**config.mk**
```make
export PLATFORM = sky130hd
export DESIGN_NAME = codel_cfg
export DESIGN_NICKNAME = d
export VERILOG_FILES = /design/src/hw/rtl/codel_pkg.sv /design/src/hw/rtl/codel_cfg.sv
export SDC_FILE = /design/constraint.sdc
export NUM_CORES = 1
export LEC_CHECK = 0
export ABC_AREA = 1
export BUFFER_PORTS_ARGS = -buffer_cell sky130_fd_sc_hd__clkbuf_2
export CORE_ASPECT_RATIO = 2
export CORE_MARGIN = 5
export CORE_UTILIZATION = 30
export DETAILED_ROUTE_END_ITERATION = 8
export GPL_ROUTABILITY_DRIVEN = 0
export HOLD_SLACK_MARGIN = 0.15
export PLACE_DENSITY = 0.65
export SLEW_MARGIN = 20
export SYNTH_ARGS = -nofsm -noshare
export SYNTH_HDL_FRONTEND = slang
export SYNTH_SLANG_ARGS = --single-unit
export TNS_END_PERCENT = 5
```
**constraint.sdc**
```tcl
create_clock -name clk -period 1.75 [get_ports clk]
set_input_delay 0.35 -clock clk [delete_from_list [all_inputs] [get_ports clk]]
set_output_delay 0.35 -clock clk [all_outputs]
set_load 0.02 [all_outputs]
```
**src/hw/rtl/codel_pkg.sv**
```systemverilog
// ----------------------------------------------------------------------------
// codel_pkg
// Shared widths, codes and inter-module structs of the CoDel drop decision.
// ----------------------------------------------------------------------------
package codel_pkg;

  localparam int TIME_BITS    = 48;
  localparam int CNT_W        = 32;
  localparam int INV_W        = 16;
  localparam int BACKLOG_W    = 32;
  localparam int MINB_W       = 16;
  localparam int APB_DW       = 64;
  localparam int PADDR_W      = 5;
  localparam int RECENT_SHIFT = 4;   // 16-interval window
  localparam int NEWTON_KEEP  = 47;  // low bits of v that reach the result
  localparam int NEWTON_LSB   = 31;

  localparam logic [63:0]          THREE_Q32 = 64'h3 << 32;
  localparam logic [INV_W-1:0]     INV_ONE   = {INV_W{1'b1}};

  localparam logic [TIME_BITS-1:0] TARGET_RST   = TIME_BITS'(5000);
  localparam logic [TIME_BITS-1:0] INTERVAL_RST = TIME_BITS'(100000);
  localparam logic [MINB_W-1:0]    MINB_RST     = MINB_W'(512);

  localparam logic [1:0] REG_TARGET   = 2'd0;
  localparam logic [1:0] REG_INTERVAL = 2'd1;
  localparam logic [1:0] REG_MINB     = 2'd2;

  localparam logic [1:0] VERDICT_FORWARD = 2'd0;
  localparam logic [1:0] VERDICT_DROP    = 2'd1;
  localparam logic [1:0] VERDICT_EMPTY   = 2'd2;

  typedef struct packed {
    logic [TIME_BITS-1:0] target;
    logic [TIME_BITS-1:0] interval;
    logic [MINB_W-1:0]    min_backlog;
  } cfg_t;

  typedef struct packed {
    logic       in_load;
    logic       fad_step;
    logic       fad_clr;
    logic       drop_clr;
    logic       drop_set;
    logic       cnt_inc;
    logic       cnt_reentry;
    logic       cnt_one;
    logic       newt_sq;
    logic       newt_mul;
    logic       newt_upd;
    logic       sched_mul;
    logic       sched_add;
    logic       sched_from_now;
    logic       cae_load;
    logic       out_load;
    logic [1:0] verdict;
  } cmd_t;

  typedef struct packed {
    logic empty;
    logic ok;
    logic dropping;
    logic due;
    logic recent;
  } status_t;

endpackage

```
**src/hw/rtl/codel_cfg.sv**
```systemverilog
// ----------------------------------------------------------------------------
// codel_cfg
// APB register file: target, interval and minimum backlog.
// ----------------------------------------------------------------------------
module codel_cfg import codel_pkg::*; (
  input  logic               clk,
  input  logic               rst_n,
  input  logic               psel,
  input  logic               penable,
  input  logic               pwrite,
  input  logic [PADDR_W-1:0] paddr,
  input  logic [APB_DW-1:0]  pwdata,
  output logic [APB_DW-1:0]  prdata,
  output logic               pready,
  output cfg_t               cfg
);

  logic [TIME_BITS-1:0] target_r;
  logic [TIME_BITS-1:0] interval_r;
  logic [MINB_W-1:0]    minb_r;
  logic [1:0]           idx;
  logic                 wr;

  assign pready = 1'b1;
  assign idx    = paddr[PADDR_W-1:3];
  assign wr     = psel & penable & pwrite;

  always_ff @(posedge clk) begin
    if (!rst_n) begin
      target_r   <= TARGET_RST;
      interval_r <= INTERVAL_RST;
      minb_r     <= MINB_RST;
    end else if (wr) begin
      case (idx)
        REG_TARGET:   target_r   <= pwdata[TIME_BITS-1:0];
        REG_INTERVAL: interval_r <= pwdata[TIME_BITS-1:0];
        REG_MINB:     minb_r     <= pwdata[MINB_W-1:0];
        default: ;
      endcase
    end
  end

  always_comb begin
    case (idx)
      REG_TARGET:   prdata = APB_DW'(target_r);
      REG_INTERVAL: prdata = APB_DW'(interval_r);
      REG_MINB:     prdata = APB_DW'(minb_r);
      default:      prdata = '0;
    endcase
  end

  assign cfg.target      = target_r;
  assign cfg.interval    = interval_r;
  assign cfg.min_backlog = minb_r;

endmodule

```
Yosys cells after proc, flatten, opt, wreduce, memory -nomap -nowiden
Cells that the tools add are included.
{"block": "op_classes", "n_eq_ne": 2, "n_reduce_logical": 4, "mux": 1, "bitwise": 2}
{"operator": "case mux 48 bit (3 select lines)", "count": 1}
{"operator": "AND reduction 2 bit", "count": 3}
{"operator": "AND 1 bit", "count": 2}
{"operator": "== test 2 x 1 -> 1 bit (second input constant)", "count": 1}
{"operator": "== test 2 bit (second input constant)", "count": 1}
{"operator": "logical NOT 2 bit", "count": 1}
{"block": "totals", "output_inout_bits": 177, "wordCells": 12, "inputBits": 74, "regBits": 112}

Longest topological paths before layout
{"block": "depth", "depth_word": 3, "depth_mapped": 7}

Worst setup path before layout
OpenSTA, ideal clock, no wires.
{"block": "synth_timing", "kind": "input port to output port", "startpoint": "input paddr[4]", "endpoint": "output prdata[0]", "t_required_ps": 1400, "cell_stages": 5, "path_slack_ps": 247, "t_arrival_ps": 1153, "path_buffers": 2, "cell_sequence": "nor2_1 -> buf_2 -> clkbuf_1 -> nand2_1 -> nand3_1"}
{"block": "synth_between", "elab_chain_cells": 2, "elab_cells_between_ends": 4}
{"item": "start, declared", "line_no": "codel_cfg.sv:11", "rtl": "input logic [PADDR_W-1:0] paddr,"}
{"item": "== test 2 bit, or another cell as far along", "line_no": "codel_cfg.sv:44", "rtl": "case (idx)"}
{"item": "case mux 48 bit (3 select lines) (*)", "line_no": "codel_cfg.sv:44"}
{"item": "end, declared", "line_no": "codel_cfg.sv:13", "rtl": "output logic [APB_DW-1:0] prdata,"}
Mark *: on every way between the ends. The rest lies on a longest branch, timed or not.

Worst setup path in the final report
{"block": "layout_timing", "startpoint": "input paddr[3]", "endpoint": "output prdata[23]"}
Same word-level chain as after synthesis.

==> flow_metrics.tcl <==
set metrics [dict create \
    crit_arrival_ns 1.33 \
    yosysUniqueCellTypes 15 \
    cts_tree "built" \
    clock_sinks 112 \
    core.rowCount 68 \
    drc 0 \
    n_antenna_cell 0 \
    synth_compound_area_share_pct 5.44 \
    slowest_stage "clkbuf_16" \
    final_cell_mix "clkbuf_2 (207), nor2_1 (200), nand2_1 (177), nand3_1 (129), dfxtp_1 (112)" \
    vias_per_cell 4.66 \
    stdcell_area_um2 6990 \
    clk_pin_slew_worst_paths_ns 0.08 \
    grt_max_degree 49 \
    fillers 1892 \
    antenna_found_initial 0 \
    numCtsBuffers 9 \
    layout-drive-gt1-share_pct 26.8 \
    synth.top_cell.area_share_pct 42.7 \
    power_density_nw_per_um2 822 \
    fmax_ghz 0.595 \
    hold_slack_ns 0.222 \
    vias 5544 \
    avgRoutedWirePerCell_um 14.4 \
    yosys_warnings 0 \
    synth_seq_cells 112 \
    final_common_cell "clkbuf_2" \
    crit_path_start_kind "primary input" \
    netlist_instances 783 \
    worst-path-buf-inv 5 \
    synth_xor_area_share_pct 0 \
    track_usage_pct 16.3 \
    cts_buffer_depth 2 \
    synthSimpleGateAreaFrac_pct 40.0 \
    die_h_um 197 \
    grt_pass1_vias 5026 \
    p_leak_nw 3.53 \
    root_buffer "clkbuf_16" \
    slowest_delay_ns 0.20 \
    dpl.hpwl_mm 12.2 \
    critPathRequiredTime_ns 1.40 \
    io_buffer_count 214 \
    path_max_fanout 18 \
    synthAdderAreaFrac_pct 0 \
    peakVddDrop_mv 0.478 \
    clkLatencyLatePin_ns 0.35 \
    crit_chain "buf_2 > inv_2 > nor2_4 > buf_6 > clkbuf_16 > a22o_1 > clkbuf_2" \
    grt_pass1_wl_mm 26.0 \
    areaGrowthSynthToFinish_pct 33.3 \
    synthMuxAreaShare_pct 0 \
    cts-htree-levels 3 \
    maxSlewViolCount 0 \
    finalPower_mw 5.75 \
    placed_cell_area_um2 6600 \
    drt_first_pass_iters 4 \
    status "complete, no violations" \
    drt_iter0_drc 177 \
    fin_crit_sh_pct 96.0 \
    netlist_area_um2 5250 \
    ios 251 \
    ant_nets 0 \
    drt-total-wl_mm 17.1 \
    finalNetCount 1049 \
    hold_violations 0 \
    dieArea_um2 20400 \
    postCtsHoldBufs 0 \
    ys_seq_area_share_pct 42.7 \
    crit_type "primary input to output port" \
    setup_tns_ns 0 \
    die_x_um 103 \
    grt_remaining_overflow 0 \
    synth.area.top_cells "dfxtp_1 (43%), nor2_1 (15%), nand2_1 (13%)" \
    cap_violations 0 \
    synth_area_leader_cell "dfxtp_1" \
    core-area_um2 17300 \
    cp-end-kind "output port" \
    start_util_pct 30.4 \
    hold_class "primary input to register" \
    period_needed_ns 1.68 \
    rsz0062_at_grt "no" \
    finalSetupViolations 0 \
    critPathTopFamily "buffers and inverters" \
    synth_top_family_by_area "simple AND/OR/NAND/NOR gates" \
    syn_avg_cell_area_um2 6.70 \
    skew_ns 0 \
]
==> synthesized netlist by cell type <==
cell and count:
a22o_1 32, buf_1 2, buf_2 37, buf_4 20
buf_6 4, clkbuf_1 10, conb_1 2, dfxtp_1 112
inv_1 50, nand2_1 177, nand3_1 129, nor2_1 205
nor2_2 1, nor2_4 1, o21ai_0 1
==> tightest hold or removal path, cell delays in order <==
cell	delay (ns)
clkbuf_2	0.09
nand2_1	0.05
nand3_1	0.06
==> per-stage QoR <==
stage | cells | worst slack, ns | utilization [%]
2_1_floorplan | 798 | 0.247 | -
3_3_place_gp | 1171 | 0.0262 | 38.2
3_5_place_dp | 1171 | -0.00464 | 38.2
4_1_cts | 1187 | 0.0281 | 40.2
5_1_grt | 1190 | 0.00937 | 40.5
6_report | 1190 | 0.0701 | 40.5
==> kinds of logic (layout without fill, tap and decap cells) <==
family	count (synthesis)	in the layout
AOI/OAI and AO/OA	33	33
buffers and inverters	123	305
DFF	112	112
other	2	17
and+or+nand+nor	513	513
==> final timing paths <==
check	startpoint	endpoint	slack, ns	depth (start not counted)
setup reg to reg	minb_r[9]	minb_r[9]	1.10	2
hold reg to reg	interval_r[5]	interval_r[5]	0.49	2
hold / removal	pwdata[15]	interval_r[15]	0.22	3
setup / recovery	paddr[3]	prdata[23]	0.07	7
==> metal layers <==
layer	GRT usage (%)	wire length (µm)
met1	18.4	6700
met5	0	0
met3	2.16	839
met2	29.0	8950
met4	8.31	630
==> where the power goes <==
group / internal (mW) / switching, mW / leakage [nW]
clock: 1.37 / 0.951 / 0.161
sequential: 2.60 / 0.0480 / 0.907
combinational: 0.271 / 0.500 / 2.46
==> cell type report <==
cell class | count | area [µm²] | share of cell area (%)
sequential | 112 | 2240 | 32.1
tap | 210 | 263 | 3.76
inverter | 50 | 188 | 2.68
multi-input combinational | 563 | 2480 | 35.5
clock buffer | 12 | 267 | 3.81
clock inverter | 4 | 75.1 | 1.07
timing repair buffer | 239 | 1480 | 21.1
==> sequential cells by signal, indices dropped and copies added, names as in the netlist <==
register    cells
interval_r     48
target_r       48
minb_r         16
==> timing repair <==
action	4_1_cts	5_1_grt
pin swaps	0	1
setup endpoints to repair	6	20
setup buffers	0	2
cloned	0	1
resized for setup	4	5
No activity file was read; power rests on OpenSTA's default activity.
