[src/hw/rtl/codel_pkg.sv]
// ----------------------------------------------------------------------------
// codel_pkg
// Shared widths, codes and inter-module structs of the CoDel drop decision.
// ----------------------------------------------------------------------------
package codel_pkg;

  localparam int TIME_BITS    = 48;
  localparam int CNT_W        = 32;
  localparam int INV_W        = 16;
  localparam int BACKLOG_W    = 32;
  localparam int MINB_W       = 16;
  localparam int APB_DW       = 64;
  localparam int PADDR_W      = 5;
  localparam int RECENT_SHIFT = 4;   // 16-interval window
  localparam int NEWTON_KEEP  = 47;  // low bits of v that reach the result
  localparam int NEWTON_LSB   = 31;

  localparam logic [63:0]          THREE_Q32 = 64'h3 << 32;
  localparam logic [INV_W-1:0]     INV_ONE   = {INV_W{1'b1}};

  localparam logic [TIME_BITS-1:0] TARGET_RST   = TIME_BITS'(5000);
  localparam logic [TIME_BITS-1:0] INTERVAL_RST = TIME_BITS'(100000);
  localparam logic [MINB_W-1:0]    MINB_RST     = MINB_W'(512);

  localparam logic [1:0] REG_TARGET   = 2'd0;
  localparam logic [1:0] REG_INTERVAL = 2'd1;
  localparam logic [1:0] REG_MINB     = 2'd2;

  localparam logic [1:0] VERDICT_FORWARD = 2'd0;
  localparam logic [1:0] VERDICT_DROP    = 2'd1;
  localparam logic [1:0] VERDICT_EMPTY   = 2'd2;

  typedef struct packed {
    logic [TIME_BITS-1:0] target;
    logic [TIME_BITS-1:0] interval;
    logic [MINB_W-1:0]    min_backlog;
  } cfg_t;

  typedef struct packed {
    logic       in_load;
    logic       fad_step;
    logic       fad_clr;
    logic       drop_clr;
    logic       drop_set;
    logic       cnt_inc;
    logic       cnt_reentry;
    logic       cnt_one;
    logic       newt_sq;
    logic       newt_mul;
    logic       newt_upd;
    logic       sched_mul;
    logic       sched_add;
    logic       sched_from_now;
    logic       cae_load;
    logic       out_load;
    logic [1:0] verdict;
  } cmd_t;

  typedef struct packed {
    logic empty;
    logic ok;
    logic dropping;
    logic due;
    logic recent;
  } status_t;

endpackage

[src/hw/rtl/codel_ctrl.sv]
// ----------------------------------------------------------------------------
// codel_ctrl
// Sequencer: accepts a word, picks the CoDel branch, steps the Newton update
// and control law, and hands the result to the output register.
// ----------------------------------------------------------------------------
module codel_ctrl import codel_pkg::*; (
  input  logic    clk,
  input  logic    rst_n,
  input  logic    in_valid,
  output logic    in_ready,
  output logic    out_valid,
  input  logic    out_ready,
  input  status_t sts,
  output cmd_t    cmd
);

  typedef enum logic [2:0] {
    S_IDLE, S_EVAL, S_N1, S_N2, S_N3, S_S1, S_S2, S_DONE
  } state_t;

  state_t     state_r, state_nxt;
  logic [1:0] verdict_r, verdict_nxt;
  logic       entry_r, entry_nxt;
  logic       out_valid_r, out_valid_nxt;

  assign in_ready  = (state_r == S_IDLE);
  assign out_valid = out_valid_r;

  always_comb begin
    state_nxt     = state_r;
    verdict_nxt   = verdict_r;
    entry_nxt     = entry_r;
    out_valid_nxt = out_ready ? 1'b0 : out_valid_r;
    cmd           = '0;
    cmd.verdict   = verdict_r;
    case (state_r)
      S_IDLE: begin
        cmd.in_load = in_valid;
        if (in_valid) state_nxt = S_EVAL;
      end
      S_EVAL: begin
        verdict_nxt = VERDICT_FORWARD;
        state_nxt   = S_DONE;
        if (sts.empty) begin
          cmd.drop_clr = 1'b1;
          cmd.fad_clr  = 1'b1;
          verdict_nxt  = VERDICT_EMPTY;
        end else begin
          cmd.fad_step = 1'b1;
          if (sts.dropping) begin
            if (!sts.ok) begin
              cmd.drop_clr = 1'b1;
            end else if (sts.due) begin
              cmd.cnt_inc = 1'b1;
              verdict_nxt = VERDICT_DROP;
              entry_nxt   = 1'b0;
              state_nxt   = S_N1;
            end
          end else if (sts.ok) begin
            cmd.drop_set = 1'b1;
            verdict_nxt  = VERDICT_DROP;
            entry_nxt    = 1'b1;
            if (sts.recent) begin
              cmd.cnt_reentry = 1'b1;
              state_nxt       = S_N1;
            end else begin
              cmd.cnt_one = 1'b1;
              state_nxt   = S_S1;
            end
          end
        end
      end
      S_N1: begin
        cmd.newt_sq = 1'b1;
        state_nxt   = S_N2;
      end
      S_N2: begin
        cmd.newt_mul = 1'b1;
        state_nxt    = S_N3;
      end
      S_N3: begin
        cmd.newt_upd = 1'b1;
        state_nxt    = S_S1;
      end
      S_S1: begin
        cmd.sched_mul = 1'b1;
        state_nxt     = S_S2;
      end
      S_S2: begin
        cmd.sched_add      = 1'b1;
        cmd.sched_from_now = entry_r;
        cmd.cae_load       = entry_r;
        state_nxt          = S_DONE;
      end
      S_DONE: begin
        if (!out_valid_r || out_ready) begin
          cmd.out_load  = 1'b1;
          out_valid_nxt = 1'b1;
          state_nxt     = S_IDLE;
        end
      end
      default: state_nxt = S_IDLE;
    endcase
  end

  always_ff @(posedge clk) begin
    if (!rst_n) begin
      state_r     <= S_IDLE;
      verdict_r   <= VERDICT_FORWARD;
      entry_r     <= 1'b0;
      out_valid_r <= 1'b0;
    end else begin
      state_r     <= state_nxt;
      verdict_r   <= verdict_nxt;
      entry_r     <= entry_nxt;
      out_valid_r <= out_valid_nxt;
    end
  end

endmodule

[config.mk]
export PLATFORM = sky130hd
export DESIGN_NAME = codel_ctrl
export DESIGN_NICKNAME = d
export VERILOG_FILES = /design/src/hw/rtl/codel_pkg.sv /design/src/hw/rtl/codel_ctrl.sv
export SDC_FILE = /design/constraint.sdc
export NUM_CORES = 1
export LEC_CHECK = 0
export ABC_AREA = 1
export BUFFER_PORTS_ARGS = -buffer_cell sky130_fd_sc_hd__buf_2
export CORE_MARGIN = 3
export CORE_UTILIZATION = 30
export CTS_BUF_LIST = sky130_fd_sc_hd__clkbuf_4
export CTS_CLUSTER_DIAMETER = 150
export CTS_CLUSTER_SIZE = 16
export DETAILED_ROUTE_END_ITERATION = 10
export PLACE_DENSITY = 0.67
export SLEW_MARGIN = 5
export SYNTH_ARGS = -nofsm -noshare
export SYNTH_HDL_FRONTEND = slang
export SYNTH_SLANG_ARGS = --single-unit
[constraint.sdc]
create_clock -name clk -period 1.3 [get_ports clk]
set_input_delay 0.065 -clock clk [delete_from_list [all_inputs] [get_ports clk]]
set_output_delay 0.065 -clock clk [all_outputs]
set_load 0.01 [all_outputs]
**Word level (Yosys, flattened, before mapping)**

Cells that the tools add are included.

- Flip-flop bits (word level): 7
- Latch bits: 0
- RAM bits: 0
- Memory bits (read-only): 0
- Input bits: 9
- Word-level logic and storage cells: 65
- Memories: 0

- Add/sub/neg operators: 0
- Multiply operators: 0
- Div/mod/pow operators: 0
- Order comparisons: 0
- Eq/ne operators: 10
- Shift operators: 0
- Muxes and demuxes: 45
- Bitwise gates (word level): 1
- Reduce and logical (&&, ||, !) cells: 5

Operators by type and width:

| cell | count |
|---|---|
| $mux 1 | 29 |
| $mux 3 | 9 |
| $pmux 3 s8 | 1 |
| $eq 3x3->1 const B | 4 |
| $mux 2 | 4 |
| $mux 7 | 1 |
| $eq 3x2->1 const B | 2 |
| $ne 2x2->1 const B | 3 |
| $mux 4 | 1 |
| $reduce_and 4->1 | 1 |
| $eq 3x1->1 const B | 1 |
| $logic_not 3->1 | 1 |
| $reduce_and 2->1 | 1 |
| $logic_not 1->1 | 1 |
| $logic_or 1x1->1 | 1 |
| $not 1->1 | 1 |

**Depth between registers and ports, before layout**

- Depth after elaboration: 5
- Mapped depth: 8
- Gate-level depth less buffers: 8

**Worst setup path after synthesis**

No wires, ideal clock.

- Path kind: register to output
- From: register state_r[0]
- To: output cmd[4] (netlist bit)
- Data arrival time: 1.084 ns
- Required time: 1.235 ns
- Slack: 0.151 ns
- Stages on the path, launching flop included: 5
- Cells stage by stage: dfxtp_1 > inv_2 > nand2_1 > nor3b_1 > buf_4

RTL lines:

| item | RTL line | RTL |
|---|---|---|
| start: declaration | codel_ctrl.sv:21 | `state_t state_r, state_nxt;` |
| start signal: assignment | codel_ctrl.sv:113 | `state_r <= state_nxt;` |
| end: declaration | codel_ctrl.sv:14 | `output cmd_t cmd` |

==> results.yml <==
run_status:
  status: "finished, violations left"
  violations: "setup timing"
layout:
  final_common_cell: "buf_2"
  final_util_pct: 55.17
  diodes: 0
  final_area_um2: 780.7
  n_fill_cell: 131
  nets: 129
  drive_above_1_share_pct: 55.46
  layout_common_cells: "buf_2, nor2_1, nand2_1"
  final_cells: 134
  area_delta_synth_final_pct: 58.78
power:
  ir_worst_vdd_v: 0.0006701
  power.leakage_nw: 0.4477
  power.density_nw_per_um2: 1393
worst_setup_path:
  reg2reg_to: "state_r[1]$_SDFFE_PN0P_"
  required_ns: 1.24
  crit_chain: "nor2_4, buf_4, buf_4, nand2_1, nor2_1, buf_2"
  r2r_start: "state_r[2]$_SDFFE_PN0P_"
  r2r_slack_ns: 0.13
  r2r_cells: 9
  path_max_fanout: 5
  crit_top_cell: "buf_4"
  cpPeakStageDelay_ns: 0.36
  end_kind: "output port"
  slowest_stage: "dfxtp_4"
  crit_arrival_ns: 1.24
  critical_path_class: "reg -> out"
  start_kind: "flip-flop"
synth:
  synth_top_family_by_area: "simple AND/OR/NAND/NOR gates"
  ys_seq_elements: 7
  yosys_warnings: 0
  synth_nets: 88
  synth_area_leaders: "dfxtp_1, nor2_1, nand2_1"
  synth-adder-area-share_pct: 0
  synth.avg_cell_area_um2: 6.224
  synth_cells: 79
  synth_compound_area_share_pct: 10.94
  yosysSeqAreaShare_pct: 28.50
  synth-xor-area-share_pct: 0
  yosysTopAreaCell: "dfxtp_1"
  synth_cell_types: 18
  yosys.area_share.simple_pct: 47.58
  synth_top_area_share_pct: 28.50
  synthMuxAreaShare_pct: 0
  netlist_area_um2: 491.7
placement:
  gp_congestion: 0.8566
  portBuffers: 28
  hpwl_um: 1071
  dp_cells: 121
  placed_area_um2: 643.1
sta:
  max_slew_margin_pct: 85.89
  timing.final.crit_share_pct: 100.5
  fmax_mhz: 765.5
  hold_ws_ns: 0.06061
  final-setup-viol-count: 3
  hold_violations: 0
  drv_slew: 0
  period_needed_ns: 1.306
  rsz0062_at_grt: "yes"
  tightest_slew_ns: 0.2108
  final.setup.worst_slack_ns: -0.006275
  skew_ns: 0.001893
clock_network:
  h-tree-depth: 1
  cts_tree: "yes"
  cts_hold_buf: 0
  cts_root_buffer: "clkbuf_4"
  clockBufferDepth: 2
  cts_buffers: 3
  clkSlewWorstSetupHoldPaths_ns: 0.05
  cts_sinks: 7
  clk_latency_ns: 0.25
grt:
  grt_usage_pct: 15.89
  gr-total-overflow: 0
  grt_start_max_net_pins: 7
  antenna_found_initial: 0
  grt_pass1_wl_um: 2415
  grt_pass1_vias: 584
worst_hold_path:
  hold_depth: 2
  hold_path_end: "out_valid$_SDFF_PN0_"
  hold_start: "rst_n"
  hp-class: "in -> reg"
detailed_routing:
  drtAntennaViolNets: 0
  vias: 610
  drcViolationCount: 0
  vias_per_cell: 4.552
  first_pass_iters: 3
  routed_wl_um: 1450
  drtIter0Drc: 14
  wl_per_cell_um: 10.82
floorplanning:
  dieArea_um2: 2161
  die_h_um: 46.49
  row_count: 13
  initial_core_util_pct: 34.75
  die-width_um: 46.49
  io_pins: 29
  core_area_um2: 1415
job:
  drv_cap: 0
-- worst max path at each step --
stage | cells past startpoint | endpoint | start
global placement | 6 | cmd[11] | state_r[2]$_SDFFE_PN0P_
floorplan | 4 | cmd[4] | state_r[0]$_SDFFE_PN0P_
finish | 6 | cmd[17] | state_r[2]$_SDFFE_PN0P_
global route | 6 | cmd[10] | state_r[2]$_SDFFE_PN0P_
detailed placement | 6 | cmd[11] | state_r[2]$_SDFFE_PN0P_
CTS | 6 | cmd[12] | state_r[1]$_SDFFE_PN0P_
-- sequential cells by signal, summed over array words and instances, names as in the netlist --
signal / count
state_r: 3
out_valid: 1
verdict_r: 2
entry_r: 1
-- per-stage QoR --
stage / setup TNS [ns] / total power [mW] / worst slack, ns
after CTS: -0.06156 / 1.031 / -0.02568
after global placement: 0 / 0.7051 / 0.1106
after floorplan: 0 / 0.5757 / 0.1509
after global routing: -0.5660 / 1.180 / -0.1148
final: -0.007908 / 1.088 / -0.006275
after detailed placement: 0 / 0.7090 / 0.06590
-- cell families after synthesis --
kind of cell	after synthesis
AOI/OAI and AO/OA	9
buffers and inverters	16
and+or+nand+nor	47
DFF	7
-- synthesized netlist by cell type --
| library cell | count |
|---|---|
| nor2_1 | 18 |
| nand2_1 | 14 |
| inv_1 | 10 |
| dfxtp_1 | 7 |
| a21oi_1 | 5 |
| inv_2 | 5 |
| nand2_2 | 5 |
| nor2_4 | 3 |
| nor3_1 | 2 |
| nor3_2 | 2 |
| a211oi_1 | 1 |
| a21oi_2 | 1 |
| buf_4 | 1 |
| nand3_1 | 1 |
| nor2_2 | 1 |
| nor3b_1 | 1 |
| o21a_1 | 1 |
| o21ai_1 | 1 |
-- area by class of cell --
| class | instances | area (µm²) | share of cell area (%) |
|---|---|---|---|
| flip-flops and latches | 7 | 148.9 | 19.07 |
| multi-input cells | 56 | 312.8 | 40.06 |
| well taps | 15 | 18.77 | 2.404 |
| clock buffers | 4 | 30.03 | 3.846 |
| repair buffers | 37 | 214.0 | 27.40 |
| inverters | 15 | 56.30 | 7.212 |
-- power breakdown --
group | internal (mW) | leakage, nW | switching, mW
Combinational | 0.248 | 0.370 | 0.305
Clock | 0.138 | 0.0184 | 0.0806
Sequential | 0.263 | 0.0589 | 0.0532
Total | 0.649 | 0.448 | 0.438
-- critical path: cells and delay by family, from the launching register on --
family | cells | cell delay [ns]
AND/OR/NAND/NOR | 3 | 0.28
flip-flops | 1 | 0.36
buffers and inverters | 3 | 0.36
-- routing by layer --
layer	GRT usage [%]	routed length, µm	share of wire [%]
met5	0	0	0
met3	4.688	87	6.0
met4	9.659	9	0.62
met2	23.90	725	50
met1	19.59	628	43
-- timing repair --
| item | CTS | global route |
|---|---|---|
| setup buffers | 5 | 4 |
| pin swaps | 3 | 3 |
| endpoints found under the hold margin | 0 | 0 |
| resized for setup | 6 | 7 |
| cloned | 0 | 0 |
| endpoints found under the setup margin | 9 | 10 |
(Power assumes the default switching activity.)
